===== config.mk =====
export PLATFORM = sky130hd
export DESIGN_NAME = sync_length_crc8_frame_receiver
export DESIGN_NICKNAME = d
export VERILOG_FILES = /design/src/hw/rtl/slcfr_pkg.sv /design/src/hw/rtl/slcfr_ctrl.sv /design/src/hw/rtl/slcfr_dp.sv /design/src/hw/rtl/sync_length_crc8_frame_receiver.sv
export VERILOG_INCLUDE_DIRS = /design/src /design/src/hw/rtl
export SDC_FILE = /design/constraint.sdc
export NUM_CORES = 1
export LEC_CHECK = 0
export BUFFER_PORTS_ARGS = -buffer_cell sky130_fd_sc_hd__buf_4
export CORE_AREA = 10 10 274 276
export CTS_CLUSTER_SIZE = 40
export DETAILED_ROUTE_END_ITERATION = 7
export DIE_AREA = 0 0 284 286
export PLACE_DENSITY = 0.64
export SLEW_MARGIN = 20
export SYNTH_ARGS = -nofsm -noshare
export SYNTH_HDL_FRONTEND = slang
export SYNTH_SLANG_ARGS = --single-unit

===== constraint.sdc =====
create_clock -name clk -period 3.9 [get_ports clk]
set_input_delay 0.78 -clock clk [delete_from_list [all_inputs] [get_ports clk]]
set_output_delay 0.78 -clock clk [all_outputs]
set_load 0.01 [all_outputs]

===== src/hw/rtl/assert_macros.svh =====
// assertion macros used by the receiver top rtl file
`ifndef ASSERT_MACROS_SVH
`define ASSERT_MACROS_SVH

// same-cycle implication, disabled during reset
`define ASSERT_SAME(label, clk, rst_n, ante, cons) \
    label: assert property (@(posedge clk) disable iff (!rst_n) (ante) |-> (cons)) \
        else $error("assertion failed");

// next-cycle implication, disabled during reset
`define ASSERT_NEXT(label, clk, rst_n, ante, cons) \
    label: assert property (@(posedge clk) disable iff (!rst_n) (ante) |=> (cons)) \
        else $error("assertion failed");

`endif


===== src/hw/rtl/slcfr_pkg.sv =====
// shared types, constants and crc function of the frame receiver
`default_nettype none

package slcfr_pkg;

    localparam int MAX_FRAME_DEFAULT = 64;

    localparam logic [7:0] CRC_POLY = 8'h07;

    // configuration register indexes
    localparam logic [1:0] REG_START_ONE  = 2'd0;
    localparam logic [1:0] REG_START_TWO  = 2'd1;
    localparam logic [1:0] REG_MAX_LENGTH = 2'd2;

    // result status codes
    localparam logic [1:0] RES_PAYLOAD = 2'd0;
    localparam logic [1:0] RES_EMPTY   = 2'd1;
    localparam logic [1:0] RES_CRC_ERR = 2'd2;

    localparam logic [7:0] START_ONE_RESET  = 8'd170;
    localparam logic [7:0] START_TWO_RESET  = 8'd85;
    localparam logic [6:0] MAX_LENGTH_RESET = 7'd64;

    typedef enum logic [2:0] {
        ST_SOF1,
        ST_SOF2,
        ST_LEN,
        ST_BODY,
        ST_FETCH,
        ST_LOAD
    } fsm_state_t;

    typedef struct packed {
        logic len_load;
        logic body_accept;
        logic fetch;
        logic run_load;
    } dp_cmd_t;

    typedef struct packed {
        logic match_one;
        logic match_two;
        logic len_ok;
        logic body_last;
        logic crc_ok;
        logic plen_zero;
        logic run_last;
        logic out_valid;
        logic out_free;
    } dp_status_t;

    // crc-8, msb first, one byte
    function automatic logic [7:0] crc8_update(input logic [7:0] crc, input logic [7:0] data);
        logic [7:0] c;
        c = crc ^ data;
        for (int k = 0; k < 8; k++)
        begin
            if (c[7])
            begin
                c = {c[6:0], 1'b0} ^ CRC_POLY;
            end
            else
            begin
                c = {c[6:0], 1'b0};
            end
        end
        return c;
    endfunction

endpackage

`default_nettype wire


===== src/hw/rtl/slcfr_ctrl.sv =====
// controller state machine of the frame receiver
`default_nettype none

module slcfr_ctrl
    import slcfr_pkg::*;
(
    input  wire logic       clk,
    input  wire logic       rst_n,
    input  wire logic       in_valid,
    output logic            in_ready,
    input  wire dp_status_t st,
    output dp_cmd_t         cmd
);

    fsm_state_t state_reg;
    fsm_state_t state_next;
    logic       in_xfer;

    always_ff @(posedge clk or negedge rst_n)
    begin
        if (!rst_n)
        begin
            state_reg <= ST_SOF1;
        end
        else
        begin
            state_reg <= state_next;
        end
    end

    // outputs
    always_comb
    begin
        in_ready = 1'b0;
        cmd      = '0;
        unique case (state_reg)
            ST_SOF1, ST_SOF2:
            begin
                in_ready = 1'b1;
            end
            ST_LEN:
            begin
                in_ready     = 1'b1;
                cmd.len_load = in_valid && st.len_ok;
            end
            ST_BODY:
            begin
                // hold off the closing byte while a result still waits
                in_ready        = !(st.body_last && st.out_valid);
                cmd.body_accept = in_valid && in_ready;
            end
            ST_FETCH:
            begin
                cmd.fetch = 1'b1;
            end
            ST_LOAD:
            begin
                cmd.run_load = st.out_free;
            end
            default:
            begin
                in_ready = 1'b0;
            end
        endcase
    end

    assign in_xfer = in_valid && in_ready;

    // next state
    always_comb
    begin
        state_next = state_reg;
        unique case (state_reg)
            ST_SOF1:
            begin
                if (in_xfer && st.match_one)
                begin
                    state_next = ST_SOF2;
                end
            end
            ST_SOF2:
            begin
                if (in_xfer)
                begin
                    if (st.match_two)
                    begin
                        state_next = ST_LEN;
                    end
                    else if (!st.match_one)
                    begin
                        state_next = ST_SOF1;
                    end
                end
            end
            ST_LEN:
            begin
                if (in_xfer)
                begin
                    state_next = st.len_ok ? ST_BODY : ST_SOF1;
                end
            end
            ST_BODY:
            begin
                if (in_xfer && st.body_last)
                begin
                    state_next = (st.crc_ok && !st.plen_zero) ? ST_FETCH : ST_SOF1;
                end
            end
            ST_FETCH:
            begin
                state_next = ST_LOAD;
            end
            ST_LOAD:
            begin
                if (st.out_free)
                begin
                    state_next = st.run_last ? ST_SOF1 : ST_FETCH;
                end
            end
            default:
            begin
                state_next = ST_SOF1;
            end
        endcase
    end

endmodule

`default_nettype wire


===== src/hw/rtl/slcfr_dp.sv =====
// datapath of the frame receiver: config, body store, crc, counters, output register
`default_nettype none

module slcfr_dp
    import slcfr_pkg::*;
#(
    parameter int MAX_FRAME = MAX_FRAME_DEFAULT
)
(
    input  wire logic        clk,
    input  wire logic        rst_n,
    input  wire logic        cfg_valid,
    input  wire logic [1:0]  cfg_index,
    input  wire logic [7:0]  cfg_data,
    input  wire logic [7:0]  rx_byte,
    input  wire logic        out_ready,
    input  wire dp_cmd_t     cmd,
    output dp_status_t       st,
    output logic             out_valid,
    output logic [1:0]       status,
    output logic [7:0]       command,
    output logic [7:0]       payload_byte,
    output logic [5:0]       byte_index,
    output logic             last,
    output logic [31:0]      good_count,
    output logic [31:0]      bad_count
);

    localparam int LEN_W  = $clog2(MAX_FRAME + 1);
    localparam int ADDR_W = (MAX_FRAME > 1) ? $clog2(MAX_FRAME) : 1;
    localparam logic [8:0] MAX_LIM = 9'(MAX_FRAME);

    logic [7:0]       start_one_reg;
    logic [7:0]       start_two_reg;
    logic [6:0]       max_len_reg;

    logic [LEN_W-1:0] len_reg;
    logic [LEN_W-1:0] pos_reg;
    logic [LEN_W-1:0] run_idx_reg;
    logic [7:0]       crc_reg;
    logic [7:0]       cmd_reg;
    logic [31:0]      good_reg;
    logic [31:0]      bad_reg;

    logic [7:0]       mem [MAX_FRAME];
    logic [7:0]       rd_data_reg;

    logic             out_valid_reg;
    logic [1:0]       out_status_reg;
    logic [7:0]       out_cmd_reg;
    logic [7:0]       out_pay_reg;
    logic [5:0]       out_idx_reg;
    logic             out_last_reg;

    logic [8:0]       limit;
    logic [LEN_W:0]   pos_inc;
    logic [LEN_W+1:0] run_end;
    logic [LEN_W-1:0] rd_addr;
    logic [LEN_W+5:0] idx_ext;
    logic [7:0]       frame_cmd;
    logic             frame_done;
    logic             single_load;

    // configuration registers
    always_ff @(posedge clk or negedge rst_n)
    begin
        if (!rst_n)
        begin
            start_one_reg <= START_ONE_RESET;
            start_two_reg <= START_TWO_RESET;
            max_len_reg   <= MAX_LENGTH_RESET;
        end
        else if (cfg_valid)
        begin
            unique case (cfg_index)
                REG_START_ONE:  start_one_reg <= cfg_data;
                REG_START_TWO:  start_two_reg <= cfg_data;
                REG_MAX_LENGTH: max_len_reg   <= cfg_data[6:0];
                default:        ;
            endcase
        end
    end

    assign limit   = ({2'b0, max_len_reg} > MAX_LIM) ? MAX_LIM : {2'b0, max_len_reg};
    assign pos_inc = {1'b0, pos_reg} + 1'b1;
    assign run_end = {2'b0, run_idx_reg} + (LEN_W + 2)'(3);
    assign rd_addr = run_idx_reg + 1'b1;
    assign idx_ext = {6'b0, run_idx_reg};

    // the command comes from cmd_reg, or from rx_byte when the closing transfer is the first body byte
    assign frame_cmd   = (pos_reg == '0) ? rx_byte : cmd_reg;
    assign frame_done  = cmd.body_accept && st.body_last;
    assign single_load = frame_done && (!st.crc_ok || st.plen_zero);

    always_comb
    begin
        st.match_one = (rx_byte == start_one_reg);
        st.match_two = (rx_byte == start_two_reg);
        st.len_ok    = (rx_byte >= 8'd2) && ({1'b0, rx_byte} <= limit);
        st.body_last = (pos_inc == {1'b0, len_reg});
        st.crc_ok    = (crc_reg == rx_byte);
        st.plen_zero = (len_reg == LEN_W'(2));
        st.run_last  = (run_end == {2'b0, len_reg});
        st.out_valid = out_valid_reg;
        st.out_free  = !out_valid_reg || out_ready;
    end

    // frame tracking and crc
    always_ff @(posedge clk or negedge rst_n)
    begin
        if (!rst_n)
        begin
            len_reg     <= '0;
            pos_reg     <= '0;
            run_idx_reg <= '0;
            crc_reg     <= '0;
            good_reg    <= '0;
            bad_reg     <= '0;
        end
        else
        begin
            if (cmd.len_load)
            begin
                len_reg     <= rx_byte[LEN_W-1:0];
                pos_reg     <= '0;
                run_idx_reg <= '0;
                crc_reg     <= '0;
            end
            if (cmd.body_accept)
            begin
                pos_reg <= pos_inc[LEN_W-1:0];
                if (!st.body_last)
                begin
                    crc_reg <= crc8_update(crc_reg, rx_byte);
                end
            end
            if (frame_done)
            begin
                if (st.crc_ok)
                begin
                    good_reg <= good_reg + 32'd1;
                end
                else
                begin
                    bad_reg <= bad_reg + 32'd1;
                end
            end
            if (cmd.run_load)
            begin
                run_idx_reg <= run_idx_reg + 1'b1;
            end
        end
    end

    always_ff @(posedge clk)
    begin
        if (cmd.body_accept && (pos_reg == '0))
        begin
            cmd_reg <= rx_byte;
        end
    end

    // body store, one write and one registered read port
    always_ff @(posedge clk)
    begin
        if (cmd.body_accept)
        begin
            mem[pos_reg[ADDR_W-1:0]] <= rx_byte;
        end
        if (cmd.fetch)
        begin
            rd_data_reg <= mem[rd_addr[ADDR_W-1:0]];
        end
    end

    // output register
    always_ff @(posedge clk or negedge rst_n)
    begin
        if (!rst_n)
        begin
            out_valid_reg <= 1'b0;
        end
        else if (single_load || cmd.run_load)
        begin
            out_valid_reg <= 1'b1;
        end
        else if (out_ready)
        begin
            out_valid_reg <= 1'b0;
        end
    end

    always_ff @(posedge clk)
    begin
        if (single_load)
        begin
            out_status_reg <= st.crc_ok ? RES_EMPTY : RES_CRC_ERR;
            out_cmd_reg    <= frame_cmd;
            out_pay_reg    <= 8'd0;
            out_idx_reg    <= 6'd0;
            out_last_reg   <= 1'b1;
        end
        else if (cmd.run_load)
        begin
            out_status_reg <= RES_PAYLOAD;
            out_cmd_reg    <= cmd_reg;
            out_pay_reg    <= rd_data_reg;
            out_idx_reg    <= idx_ext[5:0];
            out_last_reg   <= st.run_last;
        end
    end

    assign out_valid    = out_valid_reg;
    assign status       = out_status_reg;
    assign command      = out_cmd_reg;
    assign payload_byte = out_pay_reg;
    assign byte_index   = out_idx_reg;
    assign last         = out_last_reg;
    // counters only move at the closing transfer, which waits for an empty output
    assign good_count   = good_reg;
    assign bad_count    = bad_reg;

endmodule

`default_nettype wire


===== src/hw/rtl/sync_length_crc8_frame_receiver.sv =====
// Serial frame receiver with crc-8 check.
// Input channel in_valid/in_ready/rx_byte takes one received byte per transfer;
// while hunting for the start bytes and collecting the body it takes one byte
// per cycle, bar a held-off closing byte. Config channel cfg_valid/cfg_ready/
// cfg_index/cfg_data is always ready: 0 first start byte, 1 second start byte,
// 2 max length. Output channel out_valid/out_ready carries status, command,
// payload_byte, byte_index, last, good_count and bad_count.
// A frame without payload or with a crc error gives one result, valid the cycle
// after the closing byte's transfer. A good frame with payload gives a run of
// payload results: each is read from the body store's registered read port in
// the fetch state, then loaded into the output register in the load state once
// the output is free; the next read waits for that load. No input is taken
// during the run. A finished result waits in the output register while the
// next frame's bytes are taken; only the closing byte of the next frame is held
// off until that result is gone. Reset restores the config defaults, clears
// both counters and restarts the hunt; the body store needs no clearing.
`default_nettype none
`include "assert_macros.svh"

module sync_length_crc8_frame_receiver
    import slcfr_pkg::*;
#(
    parameter int MAX_FRAME = MAX_FRAME_DEFAULT
)
(
    input  wire logic        clk,
    input  wire logic        rst_n,
    input  wire logic        in_valid,
    output logic             in_ready,
    input  wire logic [7:0]  rx_byte,
    input  wire logic        cfg_valid,
    output logic             cfg_ready,
    input  wire logic [1:0]  cfg_index,
    input  wire logic [7:0]  cfg_data,
    output logic             out_valid,
    input  wire logic        out_ready,
    output logic [1:0]       status,
    output logic [7:0]       command,
    output logic [7:0]       payload_byte,
    output logic [5:0]       byte_index,
    output logic             last,
    output logic [31:0]      good_count,
    output logic [31:0]      bad_count
);

    dp_cmd_t    cmd;
    dp_status_t st;

    assign cfg_ready = 1'b1;

    slcfr_ctrl u_ctrl (
        .clk      (clk),
        .rst_n    (rst_n),
        .in_valid (in_valid),
        .in_ready (in_ready),
        .st       (st),
        .cmd      (cmd)
    );

    slcfr_dp #(
        .MAX_FRAME (MAX_FRAME)
    ) u_dp (
        .clk          (clk),
        .rst_n        (rst_n),
        .cfg_valid    (cfg_valid),
        .cfg_index    (cfg_index),
        .cfg_data     (cfg_data),
        .rx_byte      (rx_byte),
        .out_ready    (out_ready),
        .cmd          (cmd),
        .st           (st),
        .out_valid    (out_valid),
        .status       (status),
        .command      (command),
        .payload_byte (payload_byte),
        .byte_index   (byte_index),
        .last         (last),
        .good_count   (good_count),
        .bad_count    (bad_count)
    );

    // a closing byte never lands while a result still waits
    `ASSERT_SAME(a_close_needs_free_out, clk, rst_n,
        cmd.body_accept && st.body_last, !out_valid)

    // counters move only on a closing transfer
    `ASSERT_NEXT(a_counters_hold, clk, rst_n,
        !(cmd.body_accept && st.body_last),
        $stable(good_count) && $stable(bad_count))

    // a fetch always moves on to a state with no fetch and no input taken
    `ASSERT_NEXT(a_fetch_then_load_state, clk, rst_n, cmd.fetch, !cmd.fetch && !in_ready)

    // never an undefined status code on the output
    `ASSERT_SAME(a_status_code, clk, rst_n, out_valid,
        status == RES_PAYLOAD || status == RES_EMPTY || status == RES_CRC_ERR)

endmodule

`default_nettype wire


==> results.txt <==
Final min period - 3750 ps
Max incr delay on CP - 510 ps
Final Slew Violations - 0
Critical path class - register to output pin
Die X - 284 um
Crit path max-delay family - simple AND/OR/NAND/NOR gates
Clk buf depth - 3
Initial antenna violation count - 2
Worst path cell trace - ha_2 > nand2_1 > or4_1 > nand4_1 > or2_1 > nor2_1 > a31oi_1 > buf_4
Worst EP required - 3120 ps
Die area - 0.08122 mm^2
Post-CTS resize count - 0
Worst skew pair latency - 620 ps
Post-Syn Instances - 1534
Largest net degree at the start of global routing - 77
Root buf cell - clkbuf_16
# DRC - 0
Seq/Total Area, Yosys - 0.7057
Buffer count from post-CTS setup fixing - 0
Syn Area/Cell - 17.98 um^2
Distinct cell type count of the synthesized netlist - 57
CP endpoint kind - output pin
Total GRT Usage - 0.1626
Fin. Hold Viols - 0
Core ar. - 0.06954 mm^2
Vias after detailed routing - 15080
Pwr per Cell Area - 475.4 mW/mm^2
Layout cells sized above 1 - 0.3133
Max reg flops - 512
Area growth syn-to-layout - 18.21%
First-pass GRT wire length - 100800 um
Worst-case reg-to-reg path depth - 11
Slew @ Worst Pin - 1048 ps
Chip Height - 286 um
Input/output buffers - 113
DP Area - 0.03031 mm^2
Cell area after technology mapping - 0.02759 mm^2
Buf/Inv on CP - 1
Sequential cell area - 0.01947 mm^2
Setup violations, final - 0
Share of flip-flops with an asynchronous set or reset - 0.1783
Final instance area - 0.03261 mm^2
Post-DP HPWL - 43640 um
Hold Buf Count CTS - 0
Routed wire length - 66410 um
Rows - 97
Crit Path Max Fanout - 10
Final setup TNS - 0 ps
Crit path launch type - register
CTS clk-pin slew, worst paths - 60 ps
Nets - 1784
Syn Nets - 1573
CTS tree - built
Worst reg2reg path startpoint - u_dp.pos_reg[0]$_DFFE_PN0P_
IR drop worst, VDD - 0.0002790 V
DRT iter0 DRCs - 1509
HP Class - input port to async pin
Vias in the first global route - 15210
Prevailing post-synth register cell - edfxtp_1
CTS sink count - 673
Fill count - 5820
Slowest CP cell - dfrtp_1
Starting density of the core - 0.3967
# IOs - 115
Number of enable flip-flop cells after synthesis - 538
Post-DR vias/cell - 5.500
Overflow after GRT - 0
Total of warnings raised by yosys - 0
CTS H-tree depth - 3
Final core utilization - 0.4690
Status - complete, no violations
RSZ-0062 raised after global routing - false
Fin crit share - 0.9614
First-pass DRT Iterations - 6
Worst reg2reg endpoint - u_dp.mem[31][5]$_DFFE_PP_
Arrival @ worst endpoint - 2970 ps
Flops & latches, synth - 673
Reg2Reg Setup Slack - 510 ps
TritonCTS buffer count - 69
Clock skew - 18.51 ps
Routed len/inst - 24.23 um
Count of max-cap constraint violations - 0
GPL Wtd Cong - 0.8489
Footprint of the multi-input gates - 0.007789 mm^2
Pleak - 11.16 nW
Slew headroom - 0.2991
ANT nets after route - 0
Max Fclk - 266.7 MHz
## through the flow
stage	power, mW	worst slack (ps)	cells	hold slack [ps]
2_1_floorplan	8.623	438.9	1534	471.2
3_3_place_gp	8.961	571.9	2614	464.1
3_5_place_dp	8.987	475.2	2614	465.7
4_1_cts	15.64	76.51	2740	355.3
5_1_grt	16.04	18.05	2740	255.8
6_report	15.50	150.4	2741	219.4
## report_power, final
| part | total (mW) | switching (mW) | internal [mW] | leakage [nW] |
|---|---|---|---|---|
| clock | 6.65 | 2.80 | 3.85 | 1.11 |
| combinational | 0.862 | 0.543 | 0.318 | 3.49 |
| sequential | 7.99 | 0.120 | 7.87 | 6.56 |
| total | 15.5 | 3.47 | 12.0 | 11.2 |
## cell usage after synthesis, drive strengths merged, types with 4 or more instances
cell type | instances | area, um^2
edfxtp | 538 | 16160
dfxtp | 15 | 300.3
and4 | 8 | 70.07
or3 | 9 | 56.30
nor2 | 60 | 225.2
dfrtp | 111 | 2778
o31ai | 4 | 30.03
mux2 | 39 | 439.2
mux4 | 168 | 3784
ha | 16 | 200.2
o21ai | 24 | 120.1
inv | 15 | 56.30
nand4 | 21 | 131.4
nand3 | 62 | 310.3
nor2b | 5 | 31.28
nor3 | 15 | 80.08
and3 | 15 | 93.84
xor2 | 38 | 332.8
nor3b | 4 | 30.03
xnor2 | 81 | 716.9
a21oi | 25 | 125.1
nand2 | 74 | 277.8
a21o | 4 | 30.03
clkbuf | 53 | 198.9
dfstp | 9 | 236.5
and2 | 8 | 50.05
nor4 | 42 | 284.0
buf | 35 | 161.4
## worst max-delay path by stage
stage                                         start                       endpoint  slack, ps  cells past startpoint
floorplan           u_dp.run_idx_reg[0]$_DFFE_PN0P_  u_dp.rd_data_reg[0]$_DFFE_PP_        440                      9
global placement                         rx_byte[5]     u_dp.out_valid$_DFFE_PN0P_        570                      9
detailed placement                       rx_byte[5]     u_dp.out_valid$_DFFE_PN0P_        480                      9
CTS                     u_dp.pos_reg[2]$_DFFE_PN0P_                       in_ready         80                      8
global route            u_dp.pos_reg[0]$_DFFE_PN0P_                       in_ready         20                      9
finish                  u_dp.pos_reg[0]$_DFFE_PN0P_                       in_ready        150                      8
## worst register-to-register path, stage by stage (launching register included)
cell and delay (ps):
dfrtp_1 510, inv_1 130, ha_1 340, xor2_1 170, nor4_1 240, nand4_1 180
buf_4 220, o31ai_4 400, buf_12 300, or2_2 380, nor2_1 100, buf_4 190
## cells by family after synthesis
group                      Yosys count  share of synthesized area
xor gates and xnor gates           119                    0.03805
and+or+nand+nor                    333                    0.06209
muxes                              209                     0.1538
DFF                                673                     0.7057
buffers and inverters              103                    0.01510
other                                1                  0.0001359
adders and majority gates           16                   0.007256
AOI/OAI and AO/OA                   80                    0.01787
## metal layers
metal	up-vias	track usage	wire, um
li1	6511	-	-
met1	7859	0.2330	29120
met2	615	0.2486	30710
met3	89	0.03639	5171
met4	2	0.04273	1398
met5	-	0	10
## layout by cell type, fill, tap and decap left out, drive strengths merged, types with 5 or more instances in the layout
cell type / Yosys / final
buf: 35 / 228
dfxtp: 15 / 15
nand3: 62 / 62
or3: 9 / 9
nor4: 42 / 42
mux2: 39 / 39
inv: 15 / 19
nor3: 15 / 15
bufinv: 0 / 6
and3: 15 / 15
dfrtp: 111 / 111
and2: 8 / 8
xnor2: 81 / 81
nor2b: 5 / 5
a21oi: 25 / 25
ha: 16 / 16
clkinv: 0 / 23
xor2: 38 / 38
mux4: 168 / 168
edfxtp: 538 / 538
and4: 8 / 8
dfstp: 9 / 9
nand4: 21 / 21
o21ai: 24 / 24
nand2: 74 / 74
clkbuf: 53 / 89
nor2: 60 / 60
## final cells by class
cell class / instances / area share
diodes: 1 / 0.00007673
clock inverters: 37 / 0.01262
clock buffers: 89 / 0.05751
multi-input cells: 758 / 0.2388
well taps: 940 / 0.03606
inverters: 15 / 0.001726
repair buffers: 228 / 0.05605
flip-flops and latches: 673 / 0.5971
Note: power is estimated with default switching activity, not from simulation.
